## config.mk

```make
export PLATFORM = sky130hd
export DESIGN_NAME = crc8_frame_receiver
export DESIGN_NICKNAME = d
export VERILOG_FILES = /design/src/rtl/crc8fr_pkg.sv /design/src/rtl/crc8_frame_receiver.sv /design/src/rtl/crc8fr_csr.sv /design/src/rtl/crc8fr_parser.sv /design/src/rtl/crc8fr_out_reg.sv
export VERILOG_INCLUDE_DIRS = /design/src /design/src/rtl
export SDC_FILE = /design/constraint.sdc
export NUM_CORES = 1
export LEC_CHECK = 0
export BUFFER_PORTS_ARGS = -buffer_cell sky130_fd_sc_hd__buf_4
export CORE_MARGIN = 2
export CORE_UTILIZATION = 30
export DETAILED_ROUTE_END_ITERATION = 12
export PLACE_DENSITY = 0.56
export REMOVE_ABC_BUFFERS = 1
export SYNTH_ARGS = -nofsm -noshare
export SYNTH_HDL_FRONTEND = slang
export SYNTH_SLANG_ARGS = --single-unit
```

## constraint.sdc

```tcl
create_clock -name clock -period 10.2 [get_ports clock]
set_input_delay 1.02 -clock clock [delete_from_list [all_inputs] [get_ports clock]]
set_output_delay 1.02 -clock clock [all_outputs]
set_load 0.02 [all_outputs]
```

## src/rtl/crc8_frame_receiver_assert.svh

```systemverilog
// ----------------------------------------------------------------------------
// Assertion macros for the CRC-8 frame receiver
// Clocked property macros used by the top level, which carries the assertions.
// ----------------------------------------------------------------------------
`ifndef CRC8_FRAME_RECEIVER_ASSERT_SVH
`define CRC8_FRAME_RECEIVER_ASSERT_SVH

// Same-cycle implication.
`define CRC8FR_ASSERT_IMP(lbl, clk, rst, ante, cons, msg) \
   lbl: assert property (@(posedge clk) disable iff (rst) (ante) |-> (cons)) \
      else $error(msg);

// Next-cycle implication.
`define CRC8FR_ASSERT_NEXT(lbl, clk, rst, ante, cons, msg) \
   lbl: assert property (@(posedge clk) disable iff (rst) (ante) |=> (cons)) \
      else $error(msg);

`endif

```

## src/rtl/crc8fr_pkg.sv

```systemverilog
// ----------------------------------------------------------------------------
// CRC-8 frame receiver package
// Shared types, register indexes, status codes and the CRC-8 byte update.
// ----------------------------------------------------------------------------
`timescale 1ns / 1ps

package crc8fr_pkg;

   localparam logic [7:0] CSR_HEADER_FIRST  = 8'd0;
   localparam logic [7:0] CSR_HEADER_SECOND = 8'd1;
   localparam logic [7:0] CSR_ID_MINIMUM    = 8'd2;
   localparam logic [7:0] CSR_ID_MAXIMUM    = 8'd3;

   localparam logic [7:0] RESET_HEADER_FIRST  = 8'd170;
   localparam logic [7:0] RESET_HEADER_SECOND = 8'd85;
   localparam logic [7:0] RESET_ID_MINIMUM    = 8'd0;
   localparam logic [7:0] RESET_ID_MAXIMUM    = 8'd255;

   localparam logic [1:0] STATUS_VALID     = 2'd0;
   localparam logic [1:0] STATUS_CRC_ERROR = 2'd1;
   localparam logic [1:0] STATUS_BAD_ID    = 2'd2;

   localparam logic [7:0] CRC_INIT = 8'hFF;
   localparam logic [7:0] CRC_POLY = 8'h8C;

   localparam logic [31:0] COUNT_MAX = 32'hFFFF_FFFF;

   typedef struct packed {
      logic [7:0] header_first;
      logic [7:0] header_second;
      logic [7:0] id_minimum;
      logic [7:0] id_maximum;
   } cfg_type;

   typedef struct packed {
      logic [1:0]  frame_status;
      logic [7:0]  mode_value;
      logic [7:0]  id_value;
      logic [15:0] extra_payload;
      logic [31:0] good_frames;
      logic [31:0] crc_failures;
      logic [31:0] bad_id_frames;
   } rsp_type;

   typedef struct packed {
      logic at_crc;
      logic hunting;
   } stat_type;

   // Reflected CRC-8, one byte per call.
   function automatic logic [7:0] crc8_update(input logic [7:0] crc, input logic [7:0] b);
      logic [7:0] c;
      c = crc ^ b;
      for (int k = 0; k < 8; k++) begin
         if (c[0]) begin
            c = (c >> 1) ^ CRC_POLY;
         end else begin
            c = c >> 1;
         end
      end
      return c;
   endfunction

endpackage

```

## src/rtl/crc8_frame_receiver.sv

```systemverilog
// The receiver takes one byte per clock on the req_ stream, hunts for the two
// header bytes and then collects mode, id, EXTRA_BYTES extra bytes and a
// reflected CRC-8 byte (polynomial 0x8C, start 0xFF). When the CRC byte is
// accepted, one result appears on the rsp_ stream in the next cycle, carrying
// the status in rsp_tuser and the frame fields and counters in rsp_tdata.
// Bytes are accepted every cycle; the only stall is a CRC byte that arrives
// while the single result register still holds a result not yet taken, since
// that register is the one place a result can wait. There is no clearing
// pass after reset. Configuration writes take effect at the next clock edge.
// ----------------------------------------------------------------------------
// CRC-8 frame receiver
// Top level: configuration, parser and result register.
// ----------------------------------------------------------------------------
`timescale 1ns / 1ps
`include "crc8_frame_receiver_assert.svh"

module crc8_frame_receiver #(
   parameter int EXTRA_BYTES = 2
) (
   input  logic         clock,
   input  logic         reset,
   input  logic         req_tvalid,
   output logic         req_tready,
   // [7:0] rx_byte
   input  logic [7:0]   req_tdata,
   output logic         rsp_tvalid,
   input  logic         rsp_tready,
   // [7:0] mode_value, [15:8] id_value, [31:16] extra_payload,
   // [63:32] good_frames, [95:64] crc_failures, [127:96] bad_id_frames
   output logic [127:0] rsp_tdata,
   // [1:0] frame_status
   output logic [1:0]   rsp_tuser,
   input  logic         csr_we,
   input  logic [7:0]   csr_index,
   input  logic [7:0]   csr_wdata
);

   crc8fr_pkg::cfg_type  cfg;
   crc8fr_pkg::stat_type stat;
   crc8fr_pkg::rsp_type  rsp_new;
   crc8fr_pkg::rsp_type  rsp_held;
   logic                 req_accept;
   logic                 rsp_load;
   logic                 slot_free;

   assign slot_free  = !rsp_tvalid || rsp_tready;
   assign req_tready = !stat.at_crc || slot_free;
   assign req_accept = req_tvalid && req_tready;

   crc8fr_csr u_csr (
      .clock     (clock),
      .reset     (reset),
      .csr_we    (csr_we),
      .csr_index (csr_index),
      .csr_wdata (csr_wdata),
      .cfg       (cfg)
   );

   crc8fr_parser #(
      .EXTRA_BYTES (EXTRA_BYTES)
   ) u_parser (
      .clock    (clock),
      .reset    (reset),
      .cfg      (cfg),
      .in_valid (req_accept),
      .in_byte  (req_tdata),
      .stat     (stat),
      .rsp_fire (rsp_load),
      .rsp      (rsp_new)
   );

   crc8fr_out_reg u_out_reg (
      .clock      (clock),
      .reset      (reset),
      .load       (rsp_load),
      .load_data  (rsp_new),
      .rsp_tready (rsp_tready),
      .rsp_tvalid (rsp_tvalid),
      .rsp_data   (rsp_held)
   );

   assign rsp_tuser = rsp_held.frame_status;
   assign rsp_tdata = {rsp_held.bad_id_frames, rsp_held.crc_failures,
                       rsp_held.good_frames, rsp_held.extra_payload,
                       rsp_held.id_value, rsp_held.mode_value};

   `CRC8FR_ASSERT_IMP(a_load_into_free_slot, clock, reset, rsp_load, slot_free, "result overwritten")
   `CRC8FR_ASSERT_NEXT(a_load_shows_result, clock, reset, rsp_load, rsp_tvalid, "result not shown")
   `CRC8FR_ASSERT_NEXT(a_crc_byte_rehunts, clock, reset, req_accept && stat.at_crc, stat.hunting, "no rehunt")

endmodule

```

## src/rtl/crc8fr_csr.sv

```systemverilog
// ----------------------------------------------------------------------------
// CRC-8 frame receiver configuration registers
// Holds the header values and the accepted id range.
// ----------------------------------------------------------------------------
`timescale 1ns / 1ps

module crc8fr_csr (
   input  logic                clock,
   input  logic                reset,
   input  logic                csr_we,
   input  logic [7:0]          csr_index,
   input  logic [7:0]          csr_wdata,
   output crc8fr_pkg::cfg_type cfg
);

   crc8fr_pkg::cfg_type cfg_ff;
   crc8fr_pkg::cfg_type cfg_in;

   always_comb begin
      cfg_in = cfg_ff;
      if (csr_we) begin
         unique case (csr_index)
            crc8fr_pkg::CSR_HEADER_FIRST:  cfg_in.header_first  = csr_wdata;
            crc8fr_pkg::CSR_HEADER_SECOND: cfg_in.header_second = csr_wdata;
            crc8fr_pkg::CSR_ID_MINIMUM:    cfg_in.id_minimum    = csr_wdata;
            crc8fr_pkg::CSR_ID_MAXIMUM:    cfg_in.id_maximum    = csr_wdata;
            default:                       cfg_in = cfg_ff;
         endcase
      end
   end

   always_ff @(posedge clock) begin
      if (reset) begin
         cfg_ff.header_first  <= crc8fr_pkg::RESET_HEADER_FIRST;
         cfg_ff.header_second <= crc8fr_pkg::RESET_HEADER_SECOND;
         cfg_ff.id_minimum    <= crc8fr_pkg::RESET_ID_MINIMUM;
         cfg_ff.id_maximum    <= crc8fr_pkg::RESET_ID_MAXIMUM;
      end else begin
         cfg_ff <= cfg_in;
      end
   end

   assign cfg = cfg_ff;

endmodule

```

## src/rtl/crc8fr_parser.sv

```systemverilog
// ----------------------------------------------------------------------------
// CRC-8 frame receiver parser
// Header hunt, frame field capture, running CRC and saturating counters.
// ----------------------------------------------------------------------------
`timescale 1ns / 1ps

module crc8fr_parser #(
   parameter int EXTRA_BYTES = 2
) (
   input  logic                 clock,
   input  logic                 reset,
   input  crc8fr_pkg::cfg_type  cfg,
   input  logic                 in_valid,
   input  logic [7:0]           in_byte,
   output crc8fr_pkg::stat_type stat,
   output logic                 rsp_fire,
   output crc8fr_pkg::rsp_type  rsp
);

   localparam int POS_W = $clog2(EXTRA_BYTES + 5);
   localparam logic [POS_W-1:0] POS_HUNT     = POS_W'(0);
   localparam logic [POS_W-1:0] POS_HEADER   = POS_W'(1);
   localparam logic [POS_W-1:0] POS_MODE     = POS_W'(2);
   localparam logic [POS_W-1:0] POS_ID       = POS_W'(3);
   localparam logic [POS_W-1:0] POS_EXTRA_LO = POS_W'(4);
   localparam logic [POS_W-1:0] POS_EXTRA_HI = POS_W'(5);
   localparam logic [POS_W-1:0] POS_CRC      = POS_W'(EXTRA_BYTES + 4);

   logic [POS_W-1:0] pos_ff,   pos_in;
   logic [7:0]       crc_ff,   crc_in;
   logic [7:0]       mode_ff,  mode_in;
   logic [7:0]       id_ff,    id_in;
   logic [15:0]      extra_ff, extra_in;
   logic [31:0]      good_ff,  good_in;
   logic [31:0]      fail_ff,  fail_in;
   logic [31:0]      bad_ff,   bad_in;
   logic [7:0]       crc_next;
   logic [7:0]       crc_restart;
   logic             crc_ok;
   logic             id_ok;
   logic [1:0]       status;

   assign crc_next    = crc8fr_pkg::crc8_update(crc_ff, in_byte);
   assign crc_restart = crc8fr_pkg::crc8_update(crc8fr_pkg::CRC_INIT, in_byte);
   assign crc_ok      = (in_byte == crc_ff);
   assign id_ok       = (id_ff >= cfg.id_minimum) && (id_ff <= cfg.id_maximum);

   always_comb begin
      pos_in   = pos_ff;
      crc_in   = crc_ff;
      mode_in  = mode_ff;
      id_in    = id_ff;
      extra_in = extra_ff;
      good_in  = good_ff;
      fail_in  = fail_ff;
      bad_in   = bad_ff;
      status   = crc8fr_pkg::STATUS_VALID;
      if (!crc_ok) begin
         status = crc8fr_pkg::STATUS_CRC_ERROR;
      end else if (!id_ok) begin
         status = crc8fr_pkg::STATUS_BAD_ID;
      end
      if (in_valid) begin
         if (pos_ff == POS_HUNT) begin
            if (in_byte == cfg.header_first) begin
               crc_in = crc_restart;
               pos_in = POS_HEADER;
            end
         end else if (pos_ff == POS_HEADER) begin
            if (in_byte == cfg.header_second) begin
               crc_in = crc_next;
               pos_in = POS_MODE;
            end else if (in_byte == cfg.header_first) begin
               crc_in = crc_restart;
            end else begin
               pos_in = POS_HUNT;
            end
         end else if (pos_ff < POS_CRC) begin
            crc_in = crc_next;
            pos_in = pos_ff + POS_W'(1);
            if (pos_ff == POS_MODE) begin
               mode_in  = in_byte;
               extra_in = '0;
            end else if (pos_ff == POS_ID) begin
               id_in = in_byte;
            end else if (pos_ff == POS_EXTRA_LO) begin
               extra_in[7:0] = in_byte;
            end else if (pos_ff == POS_EXTRA_HI) begin
               extra_in[15:8] = in_byte;
            end
         end else begin
            pos_in = POS_HUNT;
            if (!crc_ok) begin
               if (fail_ff != crc8fr_pkg::COUNT_MAX) begin
                  fail_in = fail_ff + 32'd1;
               end
            end else if (!id_ok) begin
               if (bad_ff != crc8fr_pkg::COUNT_MAX) begin
                  bad_in = bad_ff + 32'd1;
               end
            end else if (good_ff != crc8fr_pkg::COUNT_MAX) begin
               good_in = good_ff + 32'd1;
            end
         end
      end
   end

   always_ff @(posedge clock) begin
      if (reset) begin
         pos_ff   <= POS_HUNT;
         crc_ff   <= crc8fr_pkg::CRC_INIT;
         mode_ff  <= '0;
         id_ff    <= '0;
         extra_ff <= '0;
         good_ff  <= '0;
         fail_ff  <= '0;
         bad_ff   <= '0;
      end else begin
         pos_ff   <= pos_in;
         crc_ff   <= crc_in;
         mode_ff  <= mode_in;
         id_ff    <= id_in;
         extra_ff <= extra_in;
         good_ff  <= good_in;
         fail_ff  <= fail_in;
         bad_ff   <= bad_in;
      end
   end

   assign stat.at_crc  = (pos_ff == POS_CRC);
   assign stat.hunting = (pos_ff == POS_HUNT);
   assign rsp_fire     = in_valid && (pos_ff == POS_CRC);

   assign rsp.frame_status  = status;
   assign rsp.mode_value    = mode_ff;
   assign rsp.id_value      = id_ff;
   assign rsp.extra_payload = extra_ff;
   assign rsp.good_frames   = good_in;
   assign rsp.crc_failures  = fail_in;
   assign rsp.bad_id_frames = bad_in;

endmodule

```

## src/rtl/crc8fr_out_reg.sv

```systemverilog
// ----------------------------------------------------------------------------
// CRC-8 frame receiver result register
// Holds one finished result until the downstream side takes it.
// ----------------------------------------------------------------------------
`timescale 1ns / 1ps

module crc8fr_out_reg (
   input  logic                clock,
   input  logic                reset,
   input  logic                load,
   input  crc8fr_pkg::rsp_type load_data,
   input  logic                rsp_tready,
   output logic                rsp_tvalid,
   output crc8fr_pkg::rsp_type rsp_data
);

   logic                valid_ff, valid_in;
   crc8fr_pkg::rsp_type data_ff;

   always_comb begin
      valid_in = valid_ff;
      if (load) begin
         valid_in = 1'b1;
      end else if (rsp_tready) begin
         valid_in = 1'b0;
      end
   end

   always_ff @(posedge clock) begin
      if (reset) begin
         valid_ff <= 1'b0;
      end else begin
         valid_ff <= valid_in;
      end
   end

   always_ff @(posedge clock) begin
      if (load) begin
         data_ff <= load_data;
      end
   end

   assign rsp_tvalid = valid_ff;
   assign rsp_data   = data_ff;

endmodule

```

==> parameters.txt, run 1 <==
Parameter                              Value

Run status
  Run status    completed

Power and ir drop
  Cell area power density    approximately 160 mW/mm2
  Net switching power figure    0.000541 W
  Worst voltage drop across the vdd grid    0.0954 mV
  Leakage power    between 6 and 7 nW
  Flop pwr share    49.3%
  Part of the total power dissipated in combinational logic    2.8%
  Switching part of the total power    21.3%
  Clock power share    47.9%
  Pint    roughly 0.0020 W

GRT
  Overflow left after global routing    0
  Wire length of the first global-routing pass    51,800 um
  Total track usage    about 14%
  Antenna violations before repair    0
  Via count of the first global-routing pass    roughly 9,300
  Maximum number of pins on one net before global-route repair    103

Cells and area
  Area used by sequential logic in the layout    0.00735 mm2
  Area growth from synthesis to layout    21.1%
  Combined area of the multi-input logic cells    0.00557 mm2
  Layout Cells excl Fill    between 2,000 and 2,500
  Filler cells    4,407
  Antenna fix cells    0
  Fraction of final layout cells with drive strength greater than 1    19.1%
  Final #Nets    between 1,000 and 1,500

Clocking
  Post-CTS setup buffer count    0
  TritonCTS clock tree    built
  Clk_lat worst skew    between 0.5 and 0.6 ns
  Reg clk slew, reported paths    around 0.060 ns
  Total clock buffers created by CTS    35
  Hold bufs inserted after CTS    0
  Longest Clk Path Bufs    3
  Number of cells upsized or downsized after cts    0
  Clock root buffer    sky130_fd_sc_hd__clkbuf_16
  Clock Sinks    302
  H-tree depth reported by CTS    2

Timing
  Headroom to the max-slew limit    27.6%
  Maximum operating frequency    301 MHz
  Count of endpoints failing hold in the final timing report    0
  Final setup skew    ~0.014 ns
  Final cycle utilization of the critical path    32.6%
  Number of setup violations in the final report    0
  Worst hold slack    0.431 ns
  Number of slew-limit violations in the final report    0
  Unrepaired setup endpoints after global routing    no
  Tightest Pin Transition    1.08 ns
  Setup TNS    0 ns
  Min Clock Period, post-route    3.32 ns

Synth
  Combinational family with the most area after synthesis    simple AND/OR/NAND/NOR gates
  Mux cell area share after synthesis    3.33%
  Compound-Gate Fraction of Synth Area    under 10%
  #FFs+latches synth    302
  Arithmetic-cell share of the synthesized area counting full adders, half adders and majority gates    2.25%
  Post-synth design cell area    between 0.01 and 0.015 mm2
  Most instantiated flip-flop cell in the synthesis netlist    sky130_fd_sc_hd__dfxtp_1
  Async set-reset flop share out of synthesis    0%
  Number of enable flip-flop cells after synthesis    130
  Post-synthesis instance total    1,254
  Share of synthesized area occupied by flip-flops and latches    between 50% and 60%
  Mean instance size in the synthesized netlist    about 11 um2
  Post-Synth Simple-Gate Area    20.4%
  Yosys cell types    69
  Xor/xnor share of the synthesized area    ~8.3%
  YS warnings    0

Worst hold path
  Class of the tightest hold or removal check    register to register
  Hold path start    u_parser.mode_ff[0]$_SDFFE_PP0P_

Route
  Iteration-0 DRC Markers    570
  Wire length after detailed routing    32,700 um
  Overall via count from detail_route    9,552
  Router iterations before antenna repair    5
  Vias per inst    4.72
  Routed len/inst    16.2 um
  Drt drc    0
  Antenna-violating nets left    0

Run
  Max-cap violation count    0

Die
  Initial cell density of the core    between 30% and 40%
  Area inside the core boundary    0.0440 mm2
  X dimension of the die    215 um
  DIE AREA    between 0.04 and 0.05 mm2
  IO Count    about 160
  Count of standard-cell rows    77
  Die extent in y    215 um

Setup path
  Data arrival time of the critical path    about 3.7 ns
  Critical path type    register to register
  Worst-path fanout max    9
  Critical Path End Type    register
  Cell-by-cell trace of the critical path    inv_1 > ha_1 > nand2b_1 > a21oi_1 > o21ai_0 > a221oi_2 > nor2_1 > or4_2 > nand2_1
  Startpoint types    register
  Critical-path cell with the highest stage delay    sky130_fd_sc_hd__a221oi_2
  Cell family with the largest share of critical-path delay    simple AND/OR/NAND/NOR gates
  Delay contributed by the slowest stage of the critical path    0.78 ns
  Critical Path Source    u_parser.id_ff[0]$_SDFFE_PP0P_
  RR Startpoint    u_parser.id_ff[0]$_SDFFE_PP0P_
  Required time of the critical path    10.59 ns
  Count of buffering cells on the critical path with inverters included    1

Placement
  Count of port buffers added during placement    between 150 and 200
  HPWL Detailed    23,100 um
  Placed Instances    1,960
  RD Place Congestion    between 0.8 and 0.9
## power by group through the flow
stage	combinational, W	sequential, W	clock (W)
6_report	0.0000700	0.00125	0.00122
5_1_grt	0.0000768	0.00125	0.00130
4_1_cts	0.0000709	0.00125	0.00126
3_5_place_dp	0.0000704	0.00128	0
3_3_place_gp	0.0000696	0.00128	0
2_1_floorplan	0.0000333	0.00128	0
## worst reg2reg max path: stages (launching register included)
cell	delay, ns
sky130_fd_sc_hd__dfxtp_1	0.38
sky130_fd_sc_hd__inv_1	0.09
sky130_fd_sc_hd__ha_1	0.27
sky130_fd_sc_hd__nand2b_1	0.14
sky130_fd_sc_hd__a21oi_1	0.15
sky130_fd_sc_hd__o21ai_0	0.16
sky130_fd_sc_hd__a221oi_2	0.78
sky130_fd_sc_hd__nor2_1	0.33
sky130_fd_sc_hd__or4_2	0.73
sky130_fd_sc_hd__nand2_1	0.15
## metal layers
metal	global-route usage, %	wire [um]	vias up
li1	-	-	4746
met1	18.5	15000	4579
met2	23.2	15500	189
met3	3.44	1680	38
met4	4.12	592	0
met5	0	0	-
## cells in the final DEF (no fill, tap or decap), drive strengths merged, types with 5 or more instances in the layout
cell type	n
inv	38
nand4	38
ha	24
mux2	27
nor2b	81
a21oi	69
or3	23
a211oi	7
nor2	145
o31ai	5
clkbuf	46
nor3	12
and3	22
dfxtp	172
or4	6
buf	166
o21ai	33
xnor2	72
and4	9
nand3	62
nor4	15
nand2	87
xor2	51
mux2i	14
edfxtp	130
clkinv	9
a211o	17
## layout make-up
type | count | share of cell area (%)
clock buffer | 46 | 5.74
clock inverter | 18 | 1.12
inverter | 36 | 0.837
multi-input combinational | 864 | 34.5
sequential | 302 | 45.5
tap | 592 | 4.59
timing repair buffer | 166 | 7.74
## logic make-up (layout without fill, tap and decap cells)
logic type | after synthesis | in the layout
and+or+nand+nor | 517 | 517
DFF | 302 | 302
AOI/OAI and AO/OA | 159 | 159
xor gates and xnor gates | 123 | 123
buffers and inverters | 88 | 266
muxes | 41 | 41
adders and majority gates | 24 | 24
## cells in the mapped netlist (all sizes together) (3+ instances only)
| library cell | count | share of area [%] |
|---|---|---|
| nor4 | 15 | 1.1 |
| and4 | 9 | 0.60 |
| nand4 | 38 | 1.8 |
| mux2 | 27 | 2.3 |
| nand2b | 4 | 0.19 |
| nor3 | 12 | 0.61 |
| a221oi | 3 | 0.24 |
| nor2 | 145 | 4.1 |
| xnor2 | 72 | 4.7 |
| nand3 | 62 | 2.4 |
| a311oi | 3 | 0.20 |
| ha | 24 | 2.3 |
| inv | 35 | 0.99 |
| nand2 | 87 | 2.5 |
| o21ai | 33 | 1.2 |
| a2bb2oi | 4 | 0.26 |
| or4 | 6 | 0.40 |
| a211oi | 7 | 0.39 |
| a211o | 17 | 1.1 |
| dfxtp | 172 | 26 |
| a31oi | 3 | 0.14 |
| edfxtp | 130 | 29 |
| buf | 11 | 0.70 |
| or2 | 4 | 0.19 |
| mux2i | 14 | 1.1 |
| clkbuf | 41 | 1.5 |
| and3 | 22 | 1.0 |
| nor2b | 81 | 3.8 |
| o211ai | 4 | 0.23 |
| or3 | 23 | 1.1 |
| o31ai | 5 | 0.32 |
| a21oi | 69 | 2.6 |
| xor2 | 51 | 3.6 |
## through the flow
step / instance area (um2) / util [%] / total power (W) / setup WS [ns]
floorplan: 13000 / - / 0.00131 / 2.54
global placement: 15000 / 34.2 / 0.00135 / 6.46
detailed placement: 15000 / 34.2 / 0.00135 / 6.38
CTS: 16200 / 36.7 / 0.00258 / 6.82
global route: 16200 / 36.7 / 0.00263 / 6.67
finish: 16200 / 36.7 / 0.00254 / 6.88
## state kept, by name, summed over array words and instances, names as in the netlist
name	flops
u_out_reg.rsp_data	130
u_parser.crc_ff	8
u_out_reg.rsp_tvalid	1
u_parser.bad_ff	32
u_parser.mode_ff	8
u_parser.good_ff	32
u_parser.fail_ff	32
u_parser.id_ff	8
u_parser.pos_ff	3
u_parser.extra_ff	16
u_csr.cfg	32
## worst paths after layout
path / end / slack [ns] / cells after the start
worst max-delay path: u_out_reg.rsp_data[24]$_DFFE_PP_ / 6.88 / 9
worst min-delay path: u_out_reg.rsp_data[120]$_DFFE_PP_ / 0.43 / 0
worst max register to register: u_out_reg.rsp_data[24]$_DFFE_PP_ / 6.88 / 9
worst min register to register: u_out_reg.rsp_data[120]$_DFFE_PP_ / 0.43 / 0
Power figures use the tool's default switching activity.
==> inputs of run 2 (changes only) <==
--- a/config.mk
+++ b/config.mk
@@ -10,7 +10,7 @@
 export CORE_MARGIN = 2
 export CORE_UTILIZATION = 30
 export DETAILED_ROUTE_END_ITERATION = 12
-export PLACE_DENSITY = 0.56
+export PLACE_DENSITY = 0.57
 export REMOVE_ABC_BUFFERS = 1
 export SYNTH_ARGS = -nofsm -noshare
 export SYNTH_HDL_FRONTEND = slang
==> constraint.sdc (replaced) <==
create_clock -name clock -period 3.05 [get_ports clock]
set_input_delay 0.305 -clock clock [delete_from_list [all_inputs] [get_ports clock]]
set_output_delay 0.305 -clock clock [all_outputs]
set_load 0.02 [all_outputs]
==> run 2 against run 1 <==
- combinational power rose to 3.5 times the previous value
- worst hold slack worse by 0.41 ns
- register-to-register slack worse by 6.6 ns
- cell count up 1.2%
- utilization up 0.84 points
- highest routed layer unchanged
==> parameters.txt, run 2 (same netlist as run 1, synthesis figures left out) <==
Parameter                              Value

GRT
  Via count of the first global-routing pass    9,306 (-0.45%)
  Wire length of the first global-routing pass    50,800 um (-1.8%)
  Met2 track demand over resource    22.5% (-0.69 points)
  Overflow left after global routing    0 (unchanged)
  GRT Max-Usage Layer    met2
  Antenna violations before repair    0 (unchanged)
  Met3 capacity usage during global routing    2.80% (-0.64 points)
  Maximum number of pins on one net before global-route repair    94 (-8.7%)
  Total track usage    13.6% (-0.50 points)
  Routing usage on met1    17.9% (-0.59 points)

Placement
  RD Place Congestion    0.883 (+3.4%)
  Count of port buffers added during placement    160 (unchanged)
  Placed Instances    1,984 (+1.2%)
  HPWL Detailed    22,900 um (-0.82%)
  Worst slack at placement    0.291 ns (-6.09 ns)

Clocking
  Clk_lat worst skew    0.52 ns (-0.02 ns)
  TritonCTS clock tree    built
  H-tree depth reported by CTS    2 (unchanged)
  Total clock buffers created by CTS    34 (-2.9%)
  Clock Sinks    302 (unchanged)
  Clock root buffer    sky130_fd_sc_hd__clkbuf_16
  Longest Clk Path Bufs    3 (unchanged)
  Number of cells upsized or downsized after cts    0 (unchanged)
  Reg clk slew, reported paths    0.06 ns (about the same)
  Post-CTS setup buffer count    0 (unchanged)

Setup path
  Required time of the critical path    3.44 ns (-7.15 ns)
  Startpoint types    register
  Critical path type    register to register
  Critical Path End Type    register
  Data arrival time of the critical path    3.18 ns (-0.53 ns)
  Worst-path fanout max    17 (+8)

Die
  Initial cell density of the core    30.3% (unchanged)
  Die extent in y    215 um (unchanged)
  Count of standard-cell rows    77 (unchanged)
  DIE AREA    0.0462 mm2 (unchanged)
  Area inside the core boundary    0.0440 mm2 (unchanged)
  IO Count    161 (unchanged)
  X dimension of the die    215 um (unchanged)

Cells and area
  Antenna fix cells    0 (unchanged)
  Layout Cells excl Fill    2,048 (+1.2%)
  Area growth from synthesis to layout    23.9%
  Fraction of final layout cells with drive strength greater than 1    20.7% (+1.6 points)
  Post-layout utilization of the core    37.5% (+0.84 points)
  Final #Nets    1,483 (+1.7%)
  Most frequent cells in the layout    sky130_fd_sc_hd__buf_4, sky130_fd_sc_hd__dfxtp_1, sky130_fd_sc_hd__nor2_1
  Number of flip-flops under the largest register name    130 (unchanged)
  Leading cell type in the layout, fill and taps excluded    sky130_fd_sc_hd__buf_4

Route
  Antenna-violating nets left    0 (unchanged)
  Router iterations before antenna repair    5 (unchanged)
  Wire length after detailed routing    32,300 um (-1.2%)
  Vias per inst    4.72 (about the same)
  Iteration-0 DRC Markers    593 (+4.0%)
  Routed len/inst    15.8 um (-2.4%)
  Overall via count from detail_route    9,668 (+1.2%)
  Drt drc    0 (unchanged)

Timing
  Maximum operating frequency    358 MHz (+19%)
  Least setup slack across all paths after layout    0.257 ns (-6.62 ns)
  Headroom to the max-slew limit    45.1% (+18 points)
  Number of slew-limit violations in the final report    0 (unchanged)
  Setup TNS    0 ns (unchanged)
  Number of setup violations in the final report    0 (unchanged)
  Count of endpoints failing hold in the final timing report    0 (unchanged)
  Unrepaired setup endpoints after global routing    no
  Min Clock Period, post-route    2.79 ns (-0.529 ns)
  Final cycle utilization of the critical path    91.6% (+59 points)
  Tightest Pin Transition    0.818 ns (-0.261 ns)
  Final setup skew    0.0188 ns (+0.00487 ns)

Power and ir drop
  Final Power    0.00883 W (+250%)
  Cell area power density    534 mW/mm2 (+240%)
  Worst voltage drop across the vdd grid    0.324 mV (+240%)
  Leakage power    6.31 nW (+3.6%)

Run status
  Run status    completed

Worst hold path
  Class of the tightest hold or removal check    input pin to register

Run
  Max-cap violation count    0 (unchanged)
run 2: cell types whose count changed in the layout (fill, tap and decap cells not counted), sizes merged:
| cell | change |
|---|---|
| clkinvlp | -3 |
| buf | +24 |
| bufinv | +2 |
| dlygate4sd3 | +2 |
| inv | -3 |
| clkbuf | +2 |
run 2: through the flow:
step / area (um2) / hold slack [ns]
global route: 16500 / 0.0132
detailed placement: 15300 / 0.418
floorplan: 13000 / 0.374
finish: 16500 / 0.0188
CTS: 16500 / 0.000641
global placement: 15300 / 0.416
run 2: path summary, 6_finish.rpt:
path,from,end,slack (ns),depth (start not counted)
hold reg to reg,u_parser.extra_ff[4]$_SDFFE_PP0P_,u_out_reg.rsp_data[100]$_DFFE_PP_,0.43,0
setup reg to reg,u_csr.cfg[7]$_SDFFE_PP1P_,u_parser.good_ff[20]$_SDFF_PP0_,0.26,10
setup / recovery,u_csr.cfg[7]$_SDFFE_PP1P_,u_parser.good_ff[20]$_SDFF_PP0_,0.26,10
hold / removal,csr_wdata[3],u_csr.cfg[27]$_SDFFE_PP1P_,0.02,2
run 2: final cells by class:
class,count,area (um2)
Sequential cell,302,7350
Multi-Input combinational cell,864,5570
Tap cell,592,741
Clock buffer,48,1020
Clock inverter,14,198
Fill cell,4354,27500
Inverter,36,135
Timing Repair Buffer,192,1510
run 2: what timing repair did:
item / in CTS / in global routing
setup endpoints to repair: 0 / 0
endpoints found under the hold margin: 2 / 0
hold buffers: 2 / 0
run 2: per-layer routing:
layer | share of wire [%] | vias to the layer above
met4 | 2.4 | 0
met2 | 46 | 213
met3 | 5.3 | 54
met1 | 46 | 4633
li1 | - | 4768
met5 | 0 | -
run 2: power by group:
part / leakage, nW / switching (W) / internal, W
Clock: 0.594 / 0.00164 / 0.00275
Combinational: 3.13 / 0.000154 / 0.0000921
Sequential: 2.59 / 0.00000291 / 0.00418
Total: 6.31 / 0.00180 / 0.00703
run 2: worst max-delay path, cell delays in order, from the launching register on:
cell and delay, ns:
sky130_fd_sc_hd__dfxtp_1 0.34, sky130_fd_sc_hd__inv_1 0.05, sky130_fd_sc_hd__ha_1 0.32, sky130_fd_sc_hd__a21oi_1 0.14, sky130_fd_sc_hd__o21ai_0 0.16, sky130_fd_sc_hd__mux2_2 0.32
sky130_fd_sc_hd__o31ai_2 0.06, sky130_fd_sc_hd__buf_4 0.27, sky130_fd_sc_hd__nand3_2 0.22, sky130_fd_sc_hd__or4_4 0.47, sky130_fd_sc_hd__mux2_1 0.32
